==> config.mk <==
export PLATFORM = sky130hd
export DESIGN_NAME = qea_fifo
export DESIGN_NICKNAME = d
export VERILOG_FILES = /design/src/hdl/qea_pkg.sv /design/src/hdl/qea_fifo.sv
export SDC_FILE = /design/constraint.sdc
export NUM_CORES = 1
export LEC_CHECK = 0
export ABC_AREA = 0
export BUFFER_PORTS_ARGS = -buffer_cell sky130_fd_sc_hd__buf_4
export CAP_MARGIN = 20
export CELL_PAD_IN_SITES_DETAIL_PLACEMENT = 0
export CELL_PAD_IN_SITES_GLOBAL_PLACEMENT = 1
export CORE_ASPECT_RATIO = 1.4
export CORE_MARGIN = 2
export CORE_UTILIZATION = 43
export DETAILED_ROUTE_END_ITERATION = 7
export PLACE_DENSITY = 0.88
export SYNTH_ARGS = -nofsm -noshare
export SYNTH_HDL_FRONTEND = slang
export SYNTH_SLANG_ARGS = --single-unit
==> constraint.sdc <==
create_clock -name clk -period 3.4 [get_ports clk]
set_input_delay 0.17 -clock clk [delete_from_list [all_inputs] [get_ports clk]]
set_output_delay 0.17 -clock clk [all_outputs]
set_load 0.02 [all_outputs]
==> src/hdl/qea_pkg.sv <==
// qea_pkg: shared constants, types and helpers for the quadric error accumulator.
// Saturating 64-bit arithmetic, plane and evaluation term tables, width helpers.
// No dependencies.
package qea_pkg;

  localparam int COORD_BITS_DEF = 8;
  localparam int QUEUE_DEPTH    = 2;

  // command codes
  localparam logic [1:0] CMD_CLEAR = 2'd0;
  localparam logic [1:0] CMD_ADD   = 2'd1;
  localparam logic [1:0] CMD_EVAL  = 2'd2;

  // coefficient slots
  localparam int Q_COUNT = 10;
  localparam int IDX_W   = $clog2(Q_COUNT + 1);
  localparam logic [IDX_W-1:0] Q_A2 = IDX_W'(0);
  localparam logic [IDX_W-1:0] Q_B2 = IDX_W'(1);
  localparam logic [IDX_W-1:0] Q_C2 = IDX_W'(2);
  localparam logic [IDX_W-1:0] Q_D2 = IDX_W'(3);
  localparam logic [IDX_W-1:0] Q_AB = IDX_W'(4);
  localparam logic [IDX_W-1:0] Q_AC = IDX_W'(5);
  localparam logic [IDX_W-1:0] Q_AD = IDX_W'(6);
  localparam logic [IDX_W-1:0] Q_BC = IDX_W'(7);
  localparam logic [IDX_W-1:0] Q_BD = IDX_W'(8);
  localparam logic [IDX_W-1:0] Q_CD = IDX_W'(9);

  // coordinate selects for evaluation terms
  localparam logic [1:0] SEL_X   = 2'd0;
  localparam logic [1:0] SEL_Y   = 2'd1;
  localparam logic [1:0] SEL_Z   = 2'd2;
  localparam logic [1:0] SEL_ONE = 2'd3;

  // plane component selects
  localparam logic [1:0] PL_A = 2'd0;
  localparam logic [1:0] PL_B = 2'd1;
  localparam logic [1:0] PL_C = 2'd2;
  localparam logic [1:0] PL_D = 2'd3;

  localparam int WIDE_W = 80;

  typedef struct packed {
    logic [IDX_W-1:0] coef_idx;
    logic             dbl;
    logic [1:0]       u_sel;
    logic [1:0]       v_sel;
  } term_t;

  typedef struct packed {
    logic [1:0] lhs;
    logic [1:0] rhs;
  } pair_t;

  // derived widths
  function automatic int cross_w(input int cb);
    return 2 * (cb + 1) + 1;
  endfunction

  function automatic int plane_w(input int cb);
    return cross_w(cb) + cb + 2;
  endfunction

  function automatic int entry_w(input int cb);
    return 2 + 3 * cross_w(cb) + plane_w(cb) + 3 * cb;
  endfunction

  // clamp a wide signed value to signed 64 bits
  function automatic logic signed [63:0] sat64(input logic signed [WIDE_W-1:0] v);
    logic fits;
    fits = (&v[WIDE_W-1:63]) | ~(|v[WIDE_W-1:63]);
    if (fits) begin
      sat64 = v[63:0];
    end else if (v[WIDE_W-1]) begin
      sat64 = {1'b1, 63'd0};
    end else begin
      sat64 = {1'b0, {63{1'b1}}};
    end
  endfunction

  function automatic logic signed [63:0] sat_add64(input logic signed [63:0] a,
                                                   input logic signed [63:0] b);
    logic signed [64:0] s;
    s = {a[63], a} + {b[63], b};
    if (s[64] != s[63]) begin
      sat_add64 = s[64] ? {1'b1, 63'd0} : {1'b0, {63{1'b1}}};
    end else begin
      sat_add64 = s[63:0];
    end
  endfunction

  // evaluation terms, summed in this order
  function automatic term_t term_info(input logic [IDX_W-1:0] k);
    term_t t;
    case (k)
      IDX_W'(0): t = '{Q_A2, 1'b0, SEL_X,   SEL_X};
      IDX_W'(1): t = '{Q_AB, 1'b1, SEL_X,   SEL_Y};
      IDX_W'(2): t = '{Q_AC, 1'b1, SEL_X,   SEL_Z};
      IDX_W'(3): t = '{Q_AD, 1'b1, SEL_X,   SEL_ONE};
      IDX_W'(4): t = '{Q_B2, 1'b0, SEL_Y,   SEL_Y};
      IDX_W'(5): t = '{Q_BC, 1'b1, SEL_Y,   SEL_Z};
      IDX_W'(6): t = '{Q_BD, 1'b1, SEL_Y,   SEL_ONE};
      IDX_W'(7): t = '{Q_C2, 1'b0, SEL_Z,   SEL_Z};
      IDX_W'(8): t = '{Q_CD, 1'b1, SEL_Z,   SEL_ONE};
      default:   t = '{Q_D2, 1'b0, SEL_ONE, SEL_ONE};
    endcase
    return t;
  endfunction

  // plane product operands, indexed by coefficient slot
  function automatic pair_t pair_info(input logic [IDX_W-1:0] k);
    pair_t p;
    case (k)
      Q_A2:    p = '{PL_A, PL_A};
      Q_B2:    p = '{PL_B, PL_B};
      Q_C2:    p = '{PL_C, PL_C};
      Q_D2:    p = '{PL_D, PL_D};
      Q_AB:    p = '{PL_A, PL_B};
      Q_AC:    p = '{PL_A, PL_C};
      Q_AD:    p = '{PL_A, PL_D};
      Q_BC:    p = '{PL_B, PL_C};
      Q_BD:    p = '{PL_B, PL_D};
      default: p = '{PL_C, PL_D};
    endcase
    return p;
  endfunction

endpackage

==> src/hdl/qea_fifo.sv <==
// qea_fifo: short register queue between front and back.
// Depends on qea_pkg for the default depth.
module qea_fifo #(
  parameter int WIDTH = 8,
  parameter int DEPTH = qea_pkg::QUEUE_DEPTH
) (
  input  logic             clk,
  input  logic             rst_n,
  input  logic             push,
  input  logic [WIDTH-1:0] push_data,
  output logic             full,
  input  logic             pop,
  output logic [WIDTH-1:0] pop_data,
  output logic             empty
);
  import qea_pkg::*;

  localparam int PTR_W = (DEPTH > 1) ? $clog2(DEPTH) : 1;
  localparam int CNT_W = $clog2(DEPTH + 1);

  logic [WIDTH-1:0] slot_r [DEPTH];
  logic [PTR_W-1:0] wr_ptr_r, rd_ptr_r;
  logic [CNT_W-1:0] count_r;

  assign full     = (count_r == CNT_W'(DEPTH));
  assign empty    = (count_r == '0);
  assign pop_data = slot_r[rd_ptr_r];

  function automatic logic [PTR_W-1:0] bump(input logic [PTR_W-1:0] p);
    return (p == PTR_W'(DEPTH - 1)) ? '0 : p + PTR_W'(1);
  endfunction

  always_ff @(posedge clk) begin
    if (!rst_n) begin
      wr_ptr_r <= '0;
      rd_ptr_r <= '0;
      count_r  <= '0;
    end else begin
      if (push) begin
        wr_ptr_r <= bump(wr_ptr_r);
      end
      if (pop) begin
        rd_ptr_r <= bump(rd_ptr_r);
      end
      if (push && !pop) begin
        count_r <= count_r + CNT_W'(1);
      end else if (pop && !push) begin
        count_r <= count_r - CNT_W'(1);
      end
    end
  end

  always_ff @(posedge clk) begin
    if (push) begin
      slot_r[wr_ptr_r] <= push_data;
    end
  end

endmodule

Word level (Yosys, flattened, before mapping)
Memory sizes are Yosys's and may differ from the RTL's. A register that Yosys moved wholly into a read port is not among the register bits.
Index checks and enable logic that the tools add are counted.
{ "classes": {"n_bitwise": 0, "add_sub_neg": 4, "multipliers": 0, "n_mux": 8, "eq_ne": 1, "order_cmp": 0, "div": 0, "reduce_logical": 6, "shift": 0} }
{ "op_table": {"columns": ["op", "count"], "rows": [
  ["two-way mux 1 bit", 6],
  ["two-way mux 2 bit", 2],
  ["adder 1 bit (second input constant)", 2],
  ["adder 2 x 1 -> 2 bit (second input constant)", 1],
  ["== test 2 bit (second input constant)", 1],
  ["logical AND 1 bit", 2],
  ["logical NOT 1 bit", 2],
  ["logical NOT 2 bit", 1],
  ["nonzero test 2 bit", 1],
  ["subtractor 2 x 1 -> 2 bit (second input constant)", 1]
]} }
{ "word_totals": {"reg_bits": 4, "rom_bits": 0, "memories": 1, "latchBits": 0, "ramBits": 16} }
{ "mem_list": {"columns": ["memory", "words", "width", "rd", "rd_clocked_by_memory_dff", "wr", "line", "source"], "rows": [
  ["slot_r", 2, 8, 1, 1, 1, "qea_fifo.sv:21", "logic [WIDTH-1:0] slot_r [DEPTH];"]
]} }

Longest topological paths before layout
Gate-level depths: netlist of the first run.
{ "logic_depth": {"depth_word": 4, "ltp_mapped": 5, "depth_no_buf": 5} }

Worst setup path before layout of the first run
OpenSTA, ideal clock, no wires.
{ "synth_path": {"path_type": "register to register", "startpoint": "register wr_ptr_r", "endpoint": "memory slot_r[0][0] (enable)", "n_path_buf": 0, "arrival_time_ns": 0.730, "required_ns": 3.025, "setup_ns": 0.375, "stages_incl_launch_ff": 2, "period_less_slack_ns": 1.104, "setup_slack_ns": 2.296, "cell_sequence": "dfxtp_1 nor2b_1"} }
{ "synth_rtl": {"columns": ["element", "line", "source"], "rows": [
  ["start: declaration", "qea_fifo.sv:22", "logic [PTR_W-1:0] wr_ptr_r, rd_ptr_r;"],
  ["start signal: assignment", "qea_fifo.sv:40", "wr_ptr_r <= bump(wr_ptr_r);"],
  ["end: declaration", "qea_fifo.sv:21", null]
]} }
No word-level cell before the write port.

==> flow_summary.json, run 1 <==
{
  "multi_input_area_sq_um": 205,
  "dieArea_sq_um": 2210,
  "nNetsFinal": 85,
  "synth-seq-cells": 21,
  "place_ws_ns": 2.08,
  "clkSinkCount": 21,
  "yosysUniqueCellTypes": 16,
  "synthesis.area_sq_um": 795,
  "p_seq_frac": 0.605,
  "ctsResizeCount": 0,
  "switching_share": 0.230,
  "drt_iter0_drc": 7,
  "track_usage": 0.113,
  "yosysMostFrequentCell": "edfxtp_1",
  "coreArea_sq_um": 1760,
  "maxCapViolations": 0,
  "synth_nets": 60,
  "wl_met2_um": 535,
  "synth_cells": 47,
  "whs_path_depth": 1,
  "async_flop_share": 0,
  "fin_crit_ns": 1.54,
  "worst_setup_path_start_kind": "flop",
  "skew_ns": 0.00302,
  "highest_layer": "met4",
  "netlist_top_cells_count": "edfxtp_1 (16), mux2_2 (8), dfxtp_1 (5), and2_1 (4)",
  "path_buf_inv": 1,
  "crit_type": "reg2out",
  "drive_gt1_frac": 0.465,
  "cts_hold_buf": 0,
  "seq_area_frac_synth": 0.731,
  "grt_pass1_wl_mm": 1.61,
  "synth-edff-count": 16,
  "remaining_drc_errors": 0,
  "p_comb_frac": 0.173,
  "std_cell_rows": 18,
  "slew_violations": 0,
  "cp_max_fo": 8,
  "cts_buffers": 3,
  "met3_length_um": 58,
  "relSlewSlack": 0.482,
  "tns_ns": 0,
  "viasPerCell": 4.73,
  "clk_pin_slew_worst_paths_ns": 0.10,
  "die_h_um": 54.9,
  "worstMarginPinSlew_ns": 0.776,
  "finalHoldViolCount": 0,
  "dr.pass1.iters": 4,
  "leakage_uw": 0.000395,
  "yosysTopAreaCellShare": 0.605,
  "initial_utilization": 0.452,
  "rsz0062_at_grt": "no",
  "cts_tree": "done",
  "io_buffer_count": 21,
  "status": "finished clean",
  "switching_power_uw": 116,
  "rrSetupSlack_ns": 2.11,
  "hp-class": "in2reg",
  "avgSynthCellArea_sq_um": 16.9,
  "ant_nets": 0,
  "htree_levels": 1,
  "die_w_um": 40.3,
  "crit_chain": "mux2_2, buf_4",
  "crit_family": "flip-flops",
  "grt_start_max_net_pins": 12,
  "yosys_warnings": 0,
  "globalplace.congestion": 0.627,
  "ys.flop_type": "edfxtp_1",
  "crit_path_end_kind": "primary output",
  "num_io_pins": 22,
  "worst_ep_arrival_time_ns": 1.37,
  "antenna_cells": 0,
  "r2r_cells": 1,
  "min_from": "push_data[3]",
  "min_delay_worst_endpoint": "slot_r[0][3]$_DFFE_PP_",
  "setup_ws_ns": 1.86,
  "powerDensity_nw_per_um2": 502,
  "reg2reg_from": "wr_ptr_r$_SDFFE_PN0P_",
  "antenna_found_initial": 0,
  "post_cts_buffers": 0,
  "wl_met1_um": 467,
  "via_count": 430,
  "clock_latency_ns": 0.29,
  "synth_area_leader_cell": "edfxtp_1",
  "fin_crit_sh": 0.452,
  "cts_buffer_depth": 2,
  "place_hpwl_um": 775,
  "setup_viol": 0,
  "seqCellArea_sq_um": 581,
  "peakVddDrop_mv": 0.356,
  "regToRegEndpoint": "slot_r[0][4]$_DFFE_PP_",
  "slowest_delay_ns": 0.54,
  "power_frac_clock": 0.221,
  "cts_root_buffer": "clkbuf_4",
  "synth.area.top_cells": "edfxtp_1 (60%), dfxtp_1 (13%), mux2_2 (11%)",
  "critPathRequiredTime_ns": 3.23,
  "first_global_vias": 380,
  "max_freq_mhz": 650,
  "slowest_stage": "dfxtp_1",
  "wl_mm": 1.07,
  "syn2layout_area_growth_pct": 25.7,
  "overflow": 0,
  "wl_per_cell_um": 11.8,
  "p_int_uw": 386,
  "num-fill-cells": 151
}
==> registers in the layout, summed over array words and instances, names as in the netlist, named ones only <==
| register | count |
|---|---|
| slot_r | 16 |
| count_r | 2 |
| rd_ptr_r | 1 |
| wr_ptr_r | 1 |
==> kinds of logic after synthesis <==
family | count (synthesis) | synth area share
compound gates | 3 | 0.0252
xor+xnor | 3 | 0.0331
fa+ha+maj | 1 | 0.0157
buf+inv | 2 | 0.0110
flops | 21 | 0.731
mux | 8 | 0.113
simple gates | 9 | 0.0709
==> per-stage QoR <==
step | util | std cells | hold WS (ns) | power [uW] | instance area [sq um]
detailed placement | 0.553 | 87 | 0.358 | 397 | 972
finish | 0.568 | 91 | 0.0592 | 501 | 998
CTS | 0.568 | 91 | 0.0434 | 510 | 998
global route | 0.568 | 91 | 0.0396 | 526 | 998
floorplan | - | 47 | 0.269 | 360 | 795
global placement | 0.553 | 87 | 0.360 | 396 | 972
==> layout by cell type (no fill, tap or decap) <==
cell type / n
a21boi_1: 1
and2_1: 4
and2b_2: 1
buf_4: 21
clkbuf_1: 1
clkbuf_4: 3
dfxtp_1: 5
edfxtp_1: 16
ha_1: 1
inv_1: 1
mux2_2: 8
nor2_1: 1
nor2b_1: 2
o21a_1: 1
o21ai_0: 1
or3_1: 1
xnor2_1: 1
xor2_1: 2
==> worst max-delay path by stage <==
stage	endpoint	slack [ns]	cells after the start
after global routing	pop_data[4]	1.80	2
after global placement	pop_data[6]	2.17	2
after CTS	pop_data[2]	1.82	2
after detailed placement	slot_r[0][4]$_DFFE_PP_	2.08	1
after floorplan	slot_r[0][0]$_DFFE_PP_	2.30	1
final	pop_data[2]	1.86	2
==> power groups by stage <==
stage	Combinational, uW	Sequential (uW)	Clock [uW]
after floorplan	55.0	305	0
after global placement	86.2	309	0
after detailed placement	87.4	310	0
after CTS	88.2	304	118
after global routing	94.5	306	125
final	86.8	303	111
==> layer usage <==
layer,vias up,GRT usage
li1,217,-
met1,197,0.134
met2,14,0.175
met3,2,0.0244
met4,0,0.0833
met5,-,0
==> layout make-up <==
| cell class | count | area share |
|---|---|---|
| clock buffers | 4 | 0.0263 |
| inverters | 1 | 0.00376 |
| multi-input cells | 24 | 0.206 |
| flip-flops and latches | 21 | 0.581 |
| well taps | 20 | 0.0251 |
| repair buffers | 21 | 0.158 |
Note: power is estimated with default switching activity, not from simulation.
==> inputs of run 2 (changes only) <==
--- a/config.mk
+++ b/config.mk
@@ -12,9 +12,9 @@
 export CELL_PAD_IN_SITES_GLOBAL_PLACEMENT = 1
 export CORE_ASPECT_RATIO = 1.4
 export CORE_MARGIN = 2
-export CORE_UTILIZATION = 43
+export CORE_UTILIZATION = 36
 export DETAILED_ROUTE_END_ITERATION = 7
-export PLACE_DENSITY = 0.88
+export PLACE_DENSITY = 0.79
 export SYNTH_ARGS = -nofsm -noshare
 export SYNTH_HDL_FRONTEND = slang
 export SYNTH_SLANG_ARGS = --single-unit
==> constraint.sdc (replaced) <==
create_clock -name clk -period 1.4 [get_ports clk]
set_input_delay 0.07 -clock clk [delete_from_list [all_inputs] [get_ports clk]]
set_output_delay 0.07 -clock clk [all_outputs]
set_load 0.02 [all_outputs]
==> flow_summary.json, run 2 (synthesis results as in run 1) <==
{
  "status": "finished clean",
  "setup_ws_ns": 0.116,
  "largest_register_ffs": 16,
  "grt_start_max_net_pins": 12,
  "crit_chain": "mux2_2, buf_4",
  "worst_setup_path_start_kind": "flop",
  "hold_slack_ns": 0.0980,
  "clk_pin_slew_worst_paths_ns": 0.11,
  "peakVddDrop_mv": 0.640,
  "place_ws_ns": 0.270,
  "slew_violations": 0,
  "grt_pass1_wl_mm": 1.95,
  "die_h_um": 59.6,
  "finalHoldViolCount": 0,
  "hp-class": "in2reg",
  "drt_iter0_drc": 9,
  "rsz0062_at_grt": "no",
  "viasPerCell": 4.46,
  "remaining_drc_errors": 0,
  "largest_register": "slot_r",
  "critPathRequiredTime_ns": 1.33,
  "clock_latency_ns": 0.29,
  "std_cell_rows": 20,
  "syn2layout_area_growth_pct": 38.7,
  "cts_tree": "done",
  "switching_share": 0.234,
  "overflow": 0,
  "track_usage": 0.105,
  "initial_utilization": 0.374,
  "cp_max_fo": 8,
  "post_cts_buffers": 0,
  "first_global_vias": 475,
  "dpl_cell_area_sq_um": 982,
  "antenna_cells": 0,
  "num_io_pins": 22,
  "wl_mm": 1.20,
  "fin_crit_ns": 1.28,
  "globalplace.congestion": 0.619,
  "max_freq_mhz": 779,
  "p_seq_frac": 0.592,
  "maxCapViolations": 0,
  "relSlewSlack": 0.750,
  "fin_crit_sh": 0.917,
  "crit_type": "reg2out",
  "dieArea_sq_um": 2600,
  "powerDensity_nw_per_um2": 1130,
  "path_buf_inv": 1,
  "skew_ns": 0.00819,
  "setup_viol": 0,
  "dr.pass1.iters": 4,
  "final_cell_area_sq_um": 1100,
  "nNetsFinal": 95,
  "io_buffer_count": 21,
  "reg_top3": "slot_r (16), count_r (2)",
  "antenna_found_initial": 0,
  "die_w_um": 43.7,
  "layout.cells.most_common": "buf_4",
  "wl_per_cell_um": 11.6,
  "coreArea_sq_um": 2130,
  "tns_ns": 0,
  "worst_ep_arrival_time_ns": 1.21,
  "clkSinkCount": 21,
  "slowest_stage": "dfxtp_4",
  "placed_cells": 90,
  "cts_buffer_depth": 2,
  "leakage_uw": 0.000438,
  "crit_path_end_kind": "primary output",
  "cts_buffers": 3,
  "crit_family": "flip-flops",
  "ant_nets": 0,
  "switching_power_uw": 291,
  "layout_common_cells": "buf_4 (22), edfxtp_1 (16), dlygate4sd3_1 (9), mux2_2 (8)",
  "worstMarginPinSlew_ns": 0.375,
  "p_int_uw": 956,
  "slowest_delay_ns": 0.42,
  "htree_levels": 1,
  "layout.cells.non_filler": 103,
  "drive_gt1_frac": 0.432,
  "cts_root_buffer": "clkbuf_4",
  "power_frac_clock": 0.220,
  "place_hpwl_um": 843,
  "via_count": 459,
  "p_comb_frac": 0.189
}
run 2: power by group through the flow:
stage               sequential, uW  clock (uW)  combinational (uW)
floorplan                      740           0                 133
CTS                            740         281                 236
detailed placement             753           0                 217
global route                   744         322                 253
finish                         738         274                 235
global placement               751           0                 214
run 2: layer usage:
layer	routed length, um	global-route usage	vias to the layer above
met5	0	0	-
met2	598	0.181	16
met4	0	0.0519	0
met1	514	0.118	205
met3	83	0.0274	0
li1	-	-	238
run 2: area by class of cell:
class                      count  area (sq um)
fill                         193          1020
clock buffer                   4          26.3
multi-input combinational     24           205
sequential                    21           584
tap                           22          27.5
inverter                       1          3.75
timing repair buffer          31           255
run 2: worst paths after layout:
check                             to  cells after the start               startpoint  slack [ns]
max                      pop_data[1]                      2                     flop        0.12
min                             flop                      3                      pop         0.1
max reg2reg  count_r[1]$_SDFFE_PN0P_                      3  count_r[0]$_SDFFE_PN0P_        0.34
min reg2reg  count_r[1]$_SDFFE_PN0P_                      2  count_r[1]$_SDFFE_PN0P_        0.50
run 2: worst min-delay path, delay by kind of cell:
kind                      cells  cell delay, ns
buffers and inverters         1            0.09
xor gates and xnor gates      1            0.06
and+or+nand+nor               1            0.15
run 2: metrics by stage:
step | total power (uW) | utilization
after floorplan | 873 | -
after global placement | 965 | 0.462
after detailed placement | 970 | 0.462
after CTS | 1260 | 0.512
after global routing | 1320 | 0.518
final | 1250 | 0.518
run 2: timing repair:
item / 4_1_cts / 5_1_grt
resized for setup: 1 / 1
hold buffers: 8 / 1
endpoints found under the setup margin: 8 / 1
hold endpoints to repair: 16 / 2
gates cloned: 0 / 0
